===== config.mk =====
export PLATFORM = sky130hd
export DESIGN_NAME = scope_trace_renderer_unit
export DESIGN_NICKNAME = d
export VERILOG_FILES = /design/src/rtl/scope_tr_pkg.sv /design/src/rtl/scope_tr_ram.sv /design/src/rtl/scope_tr_div.sv /design/src/rtl/scope_trace_renderer_unit.sv
export VERILOG_INCLUDE_DIRS = /design/src /design/src/rtl
export SDC_FILE = /design/constraint.sdc
export NUM_CORES = 2
export LEC_CHECK = 0
export ABC_AREA = 0
export BUFFER_PORTS_ARGS = -buffer_cell sky130_fd_sc_hd__buf_2
export CORE_MARGIN = 2
export CORE_UTILIZATION = 52
export DETAILED_ROUTE_END_ITERATION = 8
export GPL_ROUTABILITY_DRIVEN = 0
export GPL_TIMING_DRIVEN = 0
export PLACE_DENSITY = 0.67
export SYNTH_ARGS = -nofsm -noshare
export SYNTH_HDL_FRONTEND = slang
export SYNTH_HIERARCHICAL = 1
export SYNTH_SLANG_ARGS = --single-unit

===== constraint.sdc =====
create_clock -name clk -period 11.5 [get_ports clk]
set_input_delay 0 -clock clk [delete_from_list [all_inputs] [get_ports clk]]
set_output_delay 0 -clock clk [all_outputs]
set_load 0.005 [all_outputs]

===== src/rtl/scope_trace_renderer_unit_macros.svh =====
// Assertion macros for the scope trace renderer.
`ifndef SCOPE_TRACE_RENDERER_UNIT_MACROS_SVH
`define SCOPE_TRACE_RENDERER_UNIT_MACROS_SVH

`ifndef ASSERT_OFF
`define STR_ASSERT_IMPL(label, clk, rst_n, ante, cons) \
    label: assert property (@(posedge clk) disable iff (!rst_n) (ante) |-> (cons)) \
        else $error("scope trace renderer: check failed");
`define STR_ASSERT_NEXT(label, clk, rst_n, ante, cons) \
    label: assert property (@(posedge clk) disable iff (!rst_n) (ante) |=> (cons)) \
        else $error("scope trace renderer: check failed");
`else
`define STR_ASSERT_IMPL(label, clk, rst_n, ante, cons)
`define STR_ASSERT_NEXT(label, clk, rst_n, ante, cons)
`endif

`endif


===== src/rtl/scope_tr_pkg.sv =====
// Types and constants shared by the scope trace renderer.
package scope_tr_pkg;

    localparam int SAMPLE_COUNT_DEF = 128;
    localparam int STRIP_HEIGHT     = 16;
    localparam int ROW_MID          = STRIP_HEIGHT / 2;
    localparam int ROW_MIN          = 2;
    localparam int ROW_MAX          = STRIP_HEIGHT - 3;
    localparam int ROW_SCALE        = STRIP_HEIGHT / 2 - 2;

    localparam int GAIN_NUMER       = 110 * 100;
    localparam int GAIN_PEAK_LIMIT  = 110;
    localparam int GAIN_UNITY       = 100;
    localparam int GAIN_CAP         = 620;
    localparam int GAIN_DIVISOR     = 10000;
    localparam int GAIN_RESET       = 100;

    // ceil(2^32 / GAIN_DIVISOR); exact for magnitudes below 2^20
    localparam int ROW_RECIP        = 429497;
    localparam int ROW_RECIP_SHIFT  = 32;

    localparam int WIDTH_MIN        = 2;
    localparam int WIDTH_MAX        = 1024;
    localparam int WIDTH_RESET      = 240;

    localparam int FRAC_W           = 8;
    localparam int COL_W            = 10;
    localparam int CFG_W            = 11;
    localparam int GAIN_W           = 10;
    localparam int ROW_W            = 4;
    localparam int ROW_QUOT_W       = 20;
    localparam int DEN_W            = 14;

    typedef enum logic
    {
        ACT_LOAD   = 1'b0,
        ACT_RENDER = 1'b1
    } action_t;

    typedef struct packed
    {
        action_t           action;
        logic signed [7:0] sample;
        logic              last_sample;
    } in_item_t;

    typedef struct packed
    {
        logic [COL_W-1:0] column;
        logic [ROW_W-1:0] top_row;
        logic [ROW_W-1:0] bottom_row;
        logic             last_column;
    } out_item_t;

    typedef enum logic [3:0]
    {
        S_IDLE,
        S_GAIN_DIV,
        S_COL_DIV,
        S_RD_A,
        S_RD_B,
        S_INTERP,
        S_SMOOTH,
        S_SCALE,
        S_ROW_START,
        S_ROW_DIV,
        S_FINISH
    } state_t;

endpackage


===== src/rtl/scope_tr_ram.sv =====
// Generic single write, single read RAM with registered read data.
module scope_tr_ram #(
    parameter int WIDTH = 8,
    parameter int DEPTH = 128
) (
    input  logic                     clk,
    input  logic                     we,
    input  logic [$clog2(DEPTH)-1:0] waddr,
    input  logic [WIDTH-1:0]         wdata,
    input  logic [$clog2(DEPTH)-1:0] raddr,
    output logic [WIDTH-1:0]         rdata
);

    logic [WIDTH-1:0] mem [DEPTH];
    logic [WIDTH-1:0] rdata_reg;

    always_ff @(posedge clk)
    begin
        if (we)
        begin
            mem[waddr] <= wdata;
        end
        rdata_reg <= mem[raddr];
    end

    assign rdata = rdata_reg;

endmodule


===== src/rtl/scope_tr_div.sv =====
// Shared restoring divider, one quotient bit per cycle.
module scope_tr_div #(
    parameter int NUM_W = 25,
    parameter int DEN_W = 14
) (
    input  logic             clk,
    input  logic             rst_n,
    input  logic             start,
    input  logic [NUM_W-1:0] numer,
    input  logic [DEN_W-1:0] denom,
    output logic             done,
    output logic [NUM_W-1:0] quot
);

    localparam int CNT_W = $clog2(NUM_W + 1);

    logic             busy_reg, busy_next;
    logic             done_reg, done_next;
    logic [CNT_W-1:0] cnt_reg, cnt_next;
    logic [DEN_W-1:0] rem_reg, rem_next;
    logic [DEN_W-1:0] den_reg, den_next;
    logic [NUM_W-1:0] quot_reg, quot_next;
    logic [DEN_W:0]   shifted;
    logic [DEN_W:0]   diff;

    assign shifted = {rem_reg, quot_reg[NUM_W-1]};
    assign diff    = shifted - {1'b0, den_reg};

    always_comb
    begin
        busy_next = busy_reg;
        done_next = 1'b0;
        cnt_next  = cnt_reg;
        rem_next  = rem_reg;
        den_next  = den_reg;
        quot_next = quot_reg;
        if (start)
        begin
            busy_next = 1'b1;
            cnt_next  = CNT_W'(NUM_W);
            rem_next  = '0;
            den_next  = denom;
            quot_next = numer;
        end
        else if (busy_reg)
        begin
            if (!diff[DEN_W])
            begin
                rem_next  = diff[DEN_W-1:0];
                quot_next = {quot_reg[NUM_W-2:0], 1'b1};
            end
            else
            begin
                rem_next  = shifted[DEN_W-1:0];
                quot_next = {quot_reg[NUM_W-2:0], 1'b0};
            end
            cnt_next = cnt_reg - CNT_W'(1);
            if (cnt_reg == CNT_W'(1))
            begin
                busy_next = 1'b0;
                done_next = 1'b1;
            end
        end
    end

    always_ff @(posedge clk or negedge rst_n)
    begin
        if (!rst_n)
        begin
            busy_reg <= 1'b0;
            done_reg <= 1'b0;
            cnt_reg  <= '0;
        end
        else
        begin
            busy_reg <= busy_next;
            done_reg <= done_next;
            cnt_reg  <= cnt_next;
        end
    end

    always_ff @(posedge clk)
    begin
        rem_reg  <= rem_next;
        den_reg  <= den_next;
        quot_reg <= quot_next;
    end

    assign done = done_reg;
    assign quot = quot_reg;

endmodule


===== src/rtl/scope_trace_renderer_unit.sv =====
// Oscilloscope strip renderer top level: sequencer around a shared divider and sample RAM.
// Usage:
//   in channel  (in_valid / in_stall / in_item): a load item (action 0) writes one sample;
//     a load with last_sample set closes the frame and fixes the gain. A render item
//     (action 1) produces one column span on the out channel.
//   out channel (out_valid / out_stall / out_item): one item per render, in order.
//   cfg_write / cfg_data: display width, written by the user while the block is idle;
//     the block itself leaves this unenforced.
// An ordinary load completes without leaving idle. A frame-closing load with peak below
// 110 waits in the shared divider while it works out the gain. A render runs the divider
// once for the resample position, then RAM reads, the multiply steps and a reciprocal
// multiply for the row scaling.
// A finished column sits in the output register; the next item is accepted while it
// waits. A render reaching its end while the output register is still full holds
// until out_stall drops. in_stall is high whenever an item is in progress.
// Reset: gain 100, peak 1, load and column counts 0, previous row at midline,
// width 240, output empty. Sample RAM is not cleared.
`include "scope_trace_renderer_unit_macros.svh"

module scope_trace_renderer_unit #(
    parameter int SAMPLE_COUNT = scope_tr_pkg::SAMPLE_COUNT_DEF
) (
    input  logic                            clk,
    input  logic                            rst_n,
    input  logic                            in_valid,
    output logic                            in_stall,
    input  scope_tr_pkg::in_item_t          in_item,
    output logic                            out_valid,
    input  logic                            out_stall,
    output scope_tr_pkg::out_item_t         out_item,
    input  logic                            cfg_write,
    input  logic [scope_tr_pkg::CFG_W-1:0]  cfg_data
);

    import scope_tr_pkg::*;

    localparam int IDX_W  = $clog2(SAMPLE_COUNT);
    localparam int NUM_W  = COL_W + IDX_W + FRAC_W;
    localparam int DIV_W  = (NUM_W > ROW_QUOT_W) ? NUM_W : ROW_QUOT_W;
    localparam int SPAN_W = COL_W + IDX_W;

    // control state
    state_t             state_reg, state_next;
    logic [IDX_W-1:0]   load_count_reg, load_count_next;
    logic [7:0]         peak_reg, peak_next;
    logic [GAIN_W-1:0]  gain_reg, gain_next;
    logic [COL_W-1:0]   column_count_reg, column_count_next;
    logic [ROW_W-1:0]   prev_row_reg, prev_row_next;
    logic [CFG_W-1:0]   width_reg;
    logic               out_valid_reg, out_valid_next;

    // payload
    logic [COL_W-1:0]   col_reg, col_next;
    logic               last_col_reg, last_col_next;
    logic [IDX_W-1:0]   idx_reg, idx_next;
    logic [IDX_W-1:0]   nidx_reg, nidx_next;
    logic [FRAC_W-1:0]  frac_reg, frac_next;
    logic signed [7:0]  a_reg, a_next;
    logic signed [17:0] prod_reg, prod_next;
    logic signed [7:0]  smooth_reg, smooth_next;
    logic signed [18:0] scale_reg, scale_next;
    logic               neg_reg, neg_next;
    logic [38:0]        row_prod_reg, row_prod_next;
    logic [ROW_W-1:0]   row_reg, row_next;
    out_item_t          out_item_reg, out_item_next;

    // divider and RAM hookup
    logic               div_start;
    logic [DIV_W-1:0]   div_numer;
    logic [DEN_W-1:0]   div_denom;
    logic               div_done;
    logic [DIV_W-1:0]   div_quot;
    logic               ram_we;
    logic [IDX_W-1:0]   ram_raddr;
    logic [7:0]         ram_rdata;

    // helpers
    logic               accept;
    logic [CFG_W-1:0]   eff_width;
    logic [COL_W-1:0]   width_m1;
    logic [COL_W-1:0]   col_eff;
    logic [SPAN_W-1:0]  col_span;
    logic [7:0]         sample_mag;
    logic [7:0]         peak_upd;
    logic [IDX_W-1:0]   q_idx;
    logic signed [8:0]  interp_diff;
    logic signed [17:0] interp_round;
    logic signed [17:0] smooth_wide;
    logic signed [19:0] scaled6;
    logic [19:0]        scaled6_mag;
    logic [6:0]         row_quot;
    logic [7:0]         row_delta;
    logic signed [8:0]  row_raw;
    logic               out_free;

    assign accept   = in_valid && !in_stall;
    assign in_stall = (state_reg != S_IDLE);
    assign out_free = !out_valid_reg || !out_stall;

    always_comb
    begin
        if (width_reg < CFG_W'(WIDTH_MIN))
        begin
            eff_width = CFG_W'(WIDTH_MIN);
        end
        else if (width_reg > CFG_W'(WIDTH_MAX))
        begin
            eff_width = CFG_W'(WIDTH_MAX);
        end
        else
        begin
            eff_width = width_reg;
        end
    end

    assign width_m1   = COL_W'(eff_width - CFG_W'(1));
    assign col_eff    = ({1'b0, column_count_reg} >= eff_width) ? '0 : column_count_reg;
    assign col_span   = SPAN_W'(col_eff) * SPAN_W'(SAMPLE_COUNT - 1);
    assign sample_mag = in_item.sample[7] ? (~in_item.sample + 8'd1) : in_item.sample;
    assign peak_upd   = (sample_mag > peak_reg) ? sample_mag : peak_reg;
    assign q_idx      = div_quot[IDX_W+FRAC_W-1:FRAC_W];

    assign interp_diff  = {ram_rdata[7], ram_rdata} - {a_reg[7], a_reg};
    assign interp_round = prod_reg + (prod_reg[17] ? 18'sd255 : 18'sd0);
    assign smooth_wide  = 18'(a_reg) + (interp_round >>> FRAC_W);
    assign scaled6      = (20'(scale_reg) <<< 2) + (20'(scale_reg) <<< 1);
    assign scaled6_mag  = scaled6[19] ? (~scaled6 + 20'd1) : scaled6;
    assign row_quot     = row_prod_reg[ROW_RECIP_SHIFT+6:ROW_RECIP_SHIFT];
    assign row_delta    = neg_reg ? (8'd0 - {1'b0, row_quot}) : {1'b0, row_quot};
    assign row_raw      = 9'(ROW_MID) - 9'($signed(row_delta));

    always_comb
    begin
        state_next        = state_reg;
        load_count_next   = load_count_reg;
        peak_next         = peak_reg;
        gain_next         = gain_reg;
        column_count_next = column_count_reg;
        prev_row_next     = prev_row_reg;
        out_valid_next    = out_valid_reg && out_stall;
        col_next          = col_reg;
        last_col_next     = last_col_reg;
        idx_next          = idx_reg;
        nidx_next         = nidx_reg;
        frac_next         = frac_reg;
        a_next            = a_reg;
        prod_next         = prod_reg;
        smooth_next       = smooth_reg;
        scale_next        = scale_reg;
        neg_next          = neg_reg;
        row_prod_next     = row_prod_reg;
        row_next          = row_reg;
        out_item_next     = out_item_reg;
        div_start         = 1'b0;
        div_numer         = DIV_W'(col_span) << FRAC_W;
        div_denom         = DEN_W'(width_m1);
        ram_we            = 1'b0;
        ram_raddr         = (state_reg == S_RD_A) ? idx_reg : nidx_reg;

        unique case (state_reg)
            S_IDLE:
            begin
                if (accept && in_item.action == ACT_LOAD)
                begin
                    ram_we = 1'b1;
                    load_count_next = (load_count_reg == IDX_W'(SAMPLE_COUNT - 1)) ?
                                      '0 : load_count_reg + IDX_W'(1);
                    peak_next = peak_upd;
                    if (in_item.last_sample)
                    begin
                        peak_next         = 8'd1;
                        load_count_next   = '0;
                        column_count_next = '0;
                        if (peak_upd < 8'(GAIN_PEAK_LIMIT))
                        begin
                            div_start  = 1'b1;
                            div_numer  = DIV_W'(GAIN_NUMER);
                            div_denom  = DEN_W'(peak_upd);
                            state_next = S_GAIN_DIV;
                        end
                        else
                        begin
                            gain_next = GAIN_W'(GAIN_UNITY);
                        end
                    end
                end
                else if (accept)
                begin
                    div_start         = 1'b1;
                    col_next          = col_eff;
                    last_col_next     = (col_eff == width_m1);
                    column_count_next = (col_eff == width_m1) ? '0 : col_eff + COL_W'(1);
                    if (col_eff == '0)
                    begin
                        prev_row_next = ROW_W'(ROW_MID);
                    end
                    state_next = S_COL_DIV;
                end
            end
            S_GAIN_DIV:
            begin
                if (div_done)
                begin
                    gain_next  = (div_quot > DIV_W'(GAIN_CAP)) ?
                                 GAIN_W'(GAIN_CAP) : div_quot[GAIN_W-1:0];
                    state_next = S_IDLE;
                end
            end
            S_COL_DIV:
            begin
                if (div_done)
                begin
                    idx_next   = q_idx;
                    nidx_next  = (q_idx == IDX_W'(SAMPLE_COUNT - 1)) ? q_idx : q_idx + IDX_W'(1);
                    frac_next  = div_quot[FRAC_W-1:0];
                    state_next = S_RD_A;
                end
            end
            S_RD_A:
            begin
                state_next = S_RD_B;
            end
            S_RD_B:
            begin
                a_next     = $signed(ram_rdata);
                state_next = S_INTERP;
            end
            S_INTERP:
            begin
                prod_next  = 18'(interp_diff) * 18'($signed({1'b0, frac_reg}));
                state_next = S_SMOOTH;
            end
            S_SMOOTH:
            begin
                smooth_next = smooth_wide[7:0];
                state_next  = S_SCALE;
            end
            S_SCALE:
            begin
                scale_next = 19'(smooth_reg) * 19'($signed({1'b0, gain_reg}));
                state_next = S_ROW_START;
            end
            S_ROW_START:
            begin
                // row offset = value * gain * ROW_SCALE / GAIN_DIVISOR, toward zero,
                // by reciprocal multiply on the magnitude
                row_prod_next = 39'(scaled6_mag) * 39'(ROW_RECIP);
                neg_next      = scaled6[19];
                state_next    = S_ROW_DIV;
            end
            S_ROW_DIV:
            begin
                if (row_raw < 9'(ROW_MIN))
                begin
                    row_next = ROW_W'(ROW_MIN);
                end
                else if (row_raw > 9'(ROW_MAX))
                begin
                    row_next = ROW_W'(ROW_MAX);
                end
                else
                begin
                    row_next = row_raw[ROW_W-1:0];
                end
                state_next = S_FINISH;
            end
            S_FINISH:
            begin
                if (out_free)
                begin
                    out_valid_next            = 1'b1;
                    out_item_next.column      = col_reg;
                    out_item_next.top_row     = (row_reg < prev_row_reg) ? row_reg : prev_row_reg;
                    out_item_next.bottom_row  = (row_reg > prev_row_reg) ? row_reg : prev_row_reg;
                    out_item_next.last_column = last_col_reg;
                    prev_row_next             = row_reg;
                    state_next                = S_IDLE;
                end
            end
            default:
            begin
                state_next = S_IDLE;
            end
        endcase
    end

    always_ff @(posedge clk or negedge rst_n)
    begin
        if (!rst_n)
        begin
            state_reg        <= S_IDLE;
            load_count_reg   <= '0;
            peak_reg         <= 8'd1;
            gain_reg         <= GAIN_W'(GAIN_RESET);
            column_count_reg <= '0;
            prev_row_reg     <= ROW_W'(ROW_MID);
            width_reg        <= CFG_W'(WIDTH_RESET);
            out_valid_reg    <= 1'b0;
        end
        else
        begin
            state_reg        <= state_next;
            load_count_reg   <= load_count_next;
            peak_reg         <= peak_next;
            gain_reg         <= gain_next;
            column_count_reg <= column_count_next;
            prev_row_reg     <= prev_row_next;
            out_valid_reg    <= out_valid_next;
            if (cfg_write)
            begin
                width_reg <= cfg_data;
            end
        end
    end

    always_ff @(posedge clk)
    begin
        col_reg      <= col_next;
        last_col_reg <= last_col_next;
        idx_reg      <= idx_next;
        nidx_reg     <= nidx_next;
        frac_reg     <= frac_next;
        a_reg        <= a_next;
        prod_reg     <= prod_next;
        smooth_reg   <= smooth_next;
        scale_reg    <= scale_next;
        neg_reg      <= neg_next;
        row_prod_reg <= row_prod_next;
        row_reg      <= row_next;
        out_item_reg <= out_item_next;
    end

    scope_tr_div #(
        .NUM_W (DIV_W),
        .DEN_W (DEN_W)
    ) u_div (
        .clk   (clk),
        .rst_n (rst_n),
        .start (div_start),
        .numer (div_numer),
        .denom (div_denom),
        .done  (div_done),
        .quot  (div_quot)
    );

    scope_tr_ram #(
        .WIDTH (8),
        .DEPTH (SAMPLE_COUNT)
    ) u_store (
        .clk   (clk),
        .we    (ram_we),
        .waddr (load_count_reg),
        .wdata (in_item.sample),
        .raddr (ram_raddr),
        .rdata (ram_rdata)
    );

    assign out_valid = out_valid_reg;
    assign out_item  = out_item_reg;

    `STR_ASSERT_IMPL(a_div_done_waiting, clk, rst_n, div_done, (state_reg == S_GAIN_DIV || state_reg == S_COL_DIV))
    `STR_ASSERT_IMPL(a_span_ordered, clk, rst_n, out_valid_reg, (out_item_reg.top_row <= out_item_reg.bottom_row && out_item_reg.top_row >= ROW_W'(ROW_MIN) && out_item_reg.bottom_row <= ROW_W'(ROW_MAX)))
    `STR_ASSERT_NEXT(a_finish_delivers, clk, rst_n, (state_reg == S_FINISH && out_free), (out_valid_reg && state_reg == S_IDLE))

endmodule

Word level (Yosys, flattened, before mapping):

Memories as Yosys holds them, arrays and structs flattened. A register that Yosys moved wholly into a read port is not among the register bits.
Cells that the tools add are included.

* bits in registers: 264
* latch bits: 0
* bits in writable memories: 1024
* memory bits (read-only): 0
* output and inout port bits: 21
* logic and storage cells: 184
* memories kept: 1

* add/sub/neg operators: 14
* $mul: 4
* divide/modulo/power cells: 0
* order comparisons: 10
* equality and inequality tests: 27
* shift-type cells: 0
* multiplexer cells: 70
* bitwise gates (word level): 4
* reductions and logical operators: 23

Memories
* u_store.mem: depth 128, bits a word 8, read ports 1, clocked after Yosys merged registers in 1, wr ports 1, line scope_tr_ram.sv:14 `logic [WIDTH-1:0] mem [DEPTH];`

Operator list (number)
* 25-bit two-way mux: 6
* 10-bit two-way mux: 14
* 4-bit two-way mux: 14
* 4-bit one-hot mux with 11 select lines: 1
* 8-bit two-way mux: 5
* 20-bit by 19-bit multiplier with 39-bit output, second input constant: 1
* 7-bit two-way mux: 4
* 25-bit by 10-bit greater-than comparator with 1-bit output, second input constant: 1
* 11-bit two-way mux: 2
* 20-bit by 1-bit adder with 20-bit output, second input constant: 1
* 20-bit adder: 1
* 20-bit two-way mux: 1
* 20-bit NOT: 1
* 10-bit one-hot mux with 2 select lines: 1
* 8-bit by 11-bit multiplier with 19-bit output: 1
* 9-bit by 9-bit multiplier with 18-bit output: 1
* 1-bit two-way mux: 18
* 10-bit by 7-bit multiplier with 17-bit output, second input constant: 1
* 16-bit by 9-bit adder with 16-bit output: 1
* 4-bit by 3-bit == test with 1-bit output, second input constant: 4
* 2-bit != test, second input constant: 8
* 15-bit by 14-bit subtractor with 15-bit output: 1
* 7-bit by 1-bit adder with 7-bit output, second input constant: 2
* 7-bit == test, second input constant: 2
* 40 further kinds: 60

Depth between registers and ports, before layout:

* depth in word-level cells: 11
* depth in mapped cells: 34

Modules after synthesis:

Netlist, hierarchy kept.

By module, submodules not included
* scope_tr_ram: instances 1, cells an instance 1635, area each 39665.5 um^2, seq. area each 30909.6 um^2
* scope_trace_renderer_unit: instances 1, cells an instance 2400, area each 23398.7 um^2, seq. area each 4870.9 um^2
* scope_tr_div: instances 1, cells an instance 272, area each 3133.0 um^2, seq. area each 1626.6 um^2

Worst setup path before layout:

OpenSTA, ideal clock, no wires.

* path type: register to register
* start point: reg scale_reg[5]
* end point: reg row_prod_reg[38] (data pin)
* arrival time: 7987 ps
* path slack: 3253 ps
* cell stages (with the launch flop): 30
* buffers on the path: 1
* cell sequence: edfxtp_1 > ha_1 > o21a_1 > o211ai_1 > and3_1 > o41ai_1 > a41oi_1 > mux2i_1 > nor2_1 > clkbuf_1 > nand2_1 > xnor2_1 > ha_1 > ha_1 > fa_1 > inv_1 > fa_1 > inv_1 > fa_1 > fa_1 > ha_1 > or4_1 > a221oi_1 > o21ai_1 > a221o_1 > a211oi_1 > o211ai_1 > a221oi_1 > o21bai_1 > xnor2_1

* word-level cells in the longest chain between the ends: 5

Ends and longest elaborated chain
* start, declared: line scope_trace_renderer_unit.sv:61 `logic signed [18:0] scale_reg, scale_next;`
* start signal, assigned: line scope_trace_renderer_unit.sv:326 `scale_reg <= scale_next;`
* 20-bit adder *: line scope_trace_renderer_unit.sv:126 `assign scaled6 = (20'(scale_reg) <<< 2) + (20'(scale_reg) <<< 1);`
* named net scaled6[19]: line scope_trace_renderer_unit.sv:89 `logic signed [19:0] scaled6;`
* 20-bit NOT: line scope_trace_renderer_unit.sv:127 `assign scaled6_mag = scaled6[19] ? (~scaled6 + 20'd1) : scaled6;`
* 20-bit by 1-bit adder with 20-bit output: line scope_trace_renderer_unit.sv:127
* 20-bit two-way mux *: line scope_trace_renderer_unit.sv:127
* 20-bit by 19-bit multiplier with 39-bit output *: line scope_trace_renderer_unit.sv:247 `row_prod_next = 39'(scaled6_mag) * 39'(ROW_RECIP);`
* end signal, assigned: line scope_trace_renderer_unit.sv:328 `row_prod_reg <= row_prod_next;`
* end, declared: line scope_trace_renderer_unit.sv:63 `logic [38:0] row_prod_reg, row_prod_next;`

Mark *: on every way through the listed nets, which the timed path passes. The rest lies on a longest branch.
A chain may end at the register's enable or synchronous reset.

Final worst setup path:

* start point: reg scale_reg[0]
* end point: reg row_prod_reg[38] (data pin)

The elaborated chain is that of the path after synthesis.

==> impl_results.md <==
- Clk Latency, worst-skew pair: about 0.73 ns
- Syn Area/Cell: 15.4 um2
- Area Growth Syn to Fin: 11.0%
- Crit path max-delay cell type: edfxtp_1
- Share of the cycle needed by the critical path after routing: between 80% and 90%
- Commonest non-fill, non-tap cell in the layout: edfxtp_1
- Top cells by area, synth: edfxtp_1 53%, mux4_2 11%, fa_1 8.4%
- Placed Cells: between 6000 and 7000
- First-pass iteration count of the detailed router: 6
- Fraction of synthesized cell area taken by the top area cell type: 53.5%
- Highest metal used: met4
- Layout cells sized above 1: around 15%
- Ys async rst share: between 4 and 5%
- Gate Count Post-Synth: 4307
- Area of the multi-input gates: 26300 um2
- Reg2reg path depth: 29
- Worst Path Buf+Inv: 3
- Clock transition at the registers of the reported paths: 0.07 ns
- Overall Global Routing Usage: between 20% and 30%
- Port bufs: between 40 and 50
- Total CTS buffers: 120
- Initial Util: approximately 53%
- Ys Warns: 6
- RSZ-0062 raised after global routing: false
- Post-CTS Hold Fix Bufs: 38
- Crit path max-delay family: adder cells
- Setup TNS: 0 ns
- Post-DRT Antenna Nets: 0
- Routed length on met2: 71.9 mm
- Max_cap viols: 1
- Critical path's largest stage delay: about 0.66 ns
- Final setup vio count: 0
- Largest net degree at the start of global routing: 89
- M1 WL: roughly 63 mm
- Top-level port count: between 40 and 50
- Final #Nets: 5204
- Post-CTS Resized: 0
- Initial antenna violation count: 0
- Die Wd: ~360 um
- CTS Buffer Depth: 3
- CTS Sinks: about 1300
- Commonest non-fill, non-tap cells in the layout: 1179 x edfxtp_1, 534 x inv_1, 365 x ha_1, 336 x mux4_2, 277 x fa_1
- Metal3 WL: approximately 10 mm
- Clock period minus worst slack: around 10 ns
- Max Freq: between 90 and 100 MHz
- ANT cells: 0
- CP Class: flop to flop
- Sequential fraction of the synthesis area: 56.5%
- Synth Register Bits: 1263
- Critical Path Stages: 29
- Hold Fails Final Rpt: 0
- Residual DRC count: 0
- Post-CTS Setup Inserts: 0
- Worst endpoint required time: between 10 and 15 ns
- Fin. max-slew vios: 11
- First-pass GRT wire length: 228 mm
- Worst-Margin Slew: between 1.5 and 2 ns
- WP data arrival: roughly 11 ns
- Global route overflow: 0
- Number of global-route vias before repair: ~37000
- Max FFs per register: just over 1000
- Most used DFF post-synth: edfxtp_1
- CTS H-tree depth: 3
- Outcome: finished with violations
- Relative slew slack: -4.40%
- Fill count: just under 10000
- CP Max Fanout: 11
- Post-route cell area: approximately 73000 um2
- Via count: 36600
- Reg area: 37400 um2
- Clock root buffer: clkbuf_16
- Core Rows: between 100 and 150
- Routed WL per cell: around 24 um
- Die height: ~360 um
- CP endpoint kind: flop
- Clk_skew: about 0.038 ns
- Worst hold path cell count: 4
- Full die area: 130000 um2
- Yosys cell types: 94
- Dpl cell area: between 60000 and 70000 um2
- Final core occ: 58.4%
- Post-DP HPWL: approximately 110 mm
- Post-route insts no fill: ~6300
- Core area: roughly 130000 um2
- Biggest area consumer among synthesized cells: edfxtp_1
- Worst hold path class: input pin to flop
- Failing checks: capacitance limit, slew limit
- Mean number of vias per cell: ~5.8
- CTS tree: done
- Drt total wl: 149 mm
- Post-Syn Area: approximately 66000 um2
- Startpoint type of the worst setup path: flop
- DRC marker count from the first detailed-route iteration: around 3000
- EDFF count, synth: roughly 1200
==> routing by layer <==
metal | global-route usage, % | vias up
met2 | 37.8 | 1161
met3 | 3.95 | 196
met1 | 32.5 | 18900
met4 | 6.46 | 0
li1 | - | 16400
met5 | 0 | -
==> metrics by stage <==
step	hold WS [ns]	setup WS, ns
final	0.137	1.40
after global routing	0.137	0.658
after CTS	0.0545	1.22
after detailed placement	0.162	1.29
after global placement	0.219	1.27
after floorplan	-0.296	3.25
==> cells in the mapped netlist (21+ instances only) <==
library cell / n
inv_1: 534
xnor2_1: 100
nand2_1: 192
edfxtp_1: 1179
and2_1: 86
nor2_1: 236
clkbuf_1: 80
nand3_1: 47
mux2_2: 55
nand2b_1: 42
fa_1: 277
dfrtp_1: 53
mux4_2: 336
nor2b_1: 42
o21ai_0: 59
ha_1: 365
nor3_1: 55
a21oi_1: 87
a21o_1: 30
buf_1: 21
xor2_1: 42
a31oi_1: 26
dfxtp_1: 22
==> layout make-up <==
| type | instances | area share [%] |
|---|---|---|
| inverters | 536 | 2.74 |
| multi-input cells | 2381 | 35.7 |
| clock inverters | 84 | 1.34 |
| plain buffers | 133 | 0.817 |
| flip-flops and latches | 1263 | 50.9 |
| repair buffers | 101 | 1.36 |
| clock buffers | 145 | 4.29 |
| well taps | 1650 | 2.81 |
==> worst min-delay path, stage by stage <==
cell and delay (ns):
dlygate4sd3_1 0.55, buf_2 0.13, nand2_1 0.06, nand2_1 0.07
==> kinds of logic after synthesis <==
logic type,after synthesis,share of synthesized area [%]
AO/OA/AOI/OAI,383,3.91
XOR/XNOR,144,1.94
adder cells (fa/ha/maj),642,15.3
buffers and inverters,669,3.94
flip-flops,1263,56.5
multiplexers,405,12.6
other,1,0.00566
AND/OR/NAND/NOR,800,5.83
==> final timing paths <==
check / slack, ns / end / startpoint
max: 1.40 / row_prod_reg[38] / scale_reg[0]
min: 0.14 / out_valid / out_stall
max reg2reg: 1.40 / row_prod_reg[38] / scale_reg[0]
min reg2reg: 0.41 / out_item[9] / col_reg[0]
max in group asynchronous: 10.64 / peak_reg[7] / rst_n
min in group asynchronous: 0.52 / prev_row_reg[3] / rst_n
Power is not shown: default switching activity piles up to over one toggle a cycle in this logic, so the estimate is an artifact.
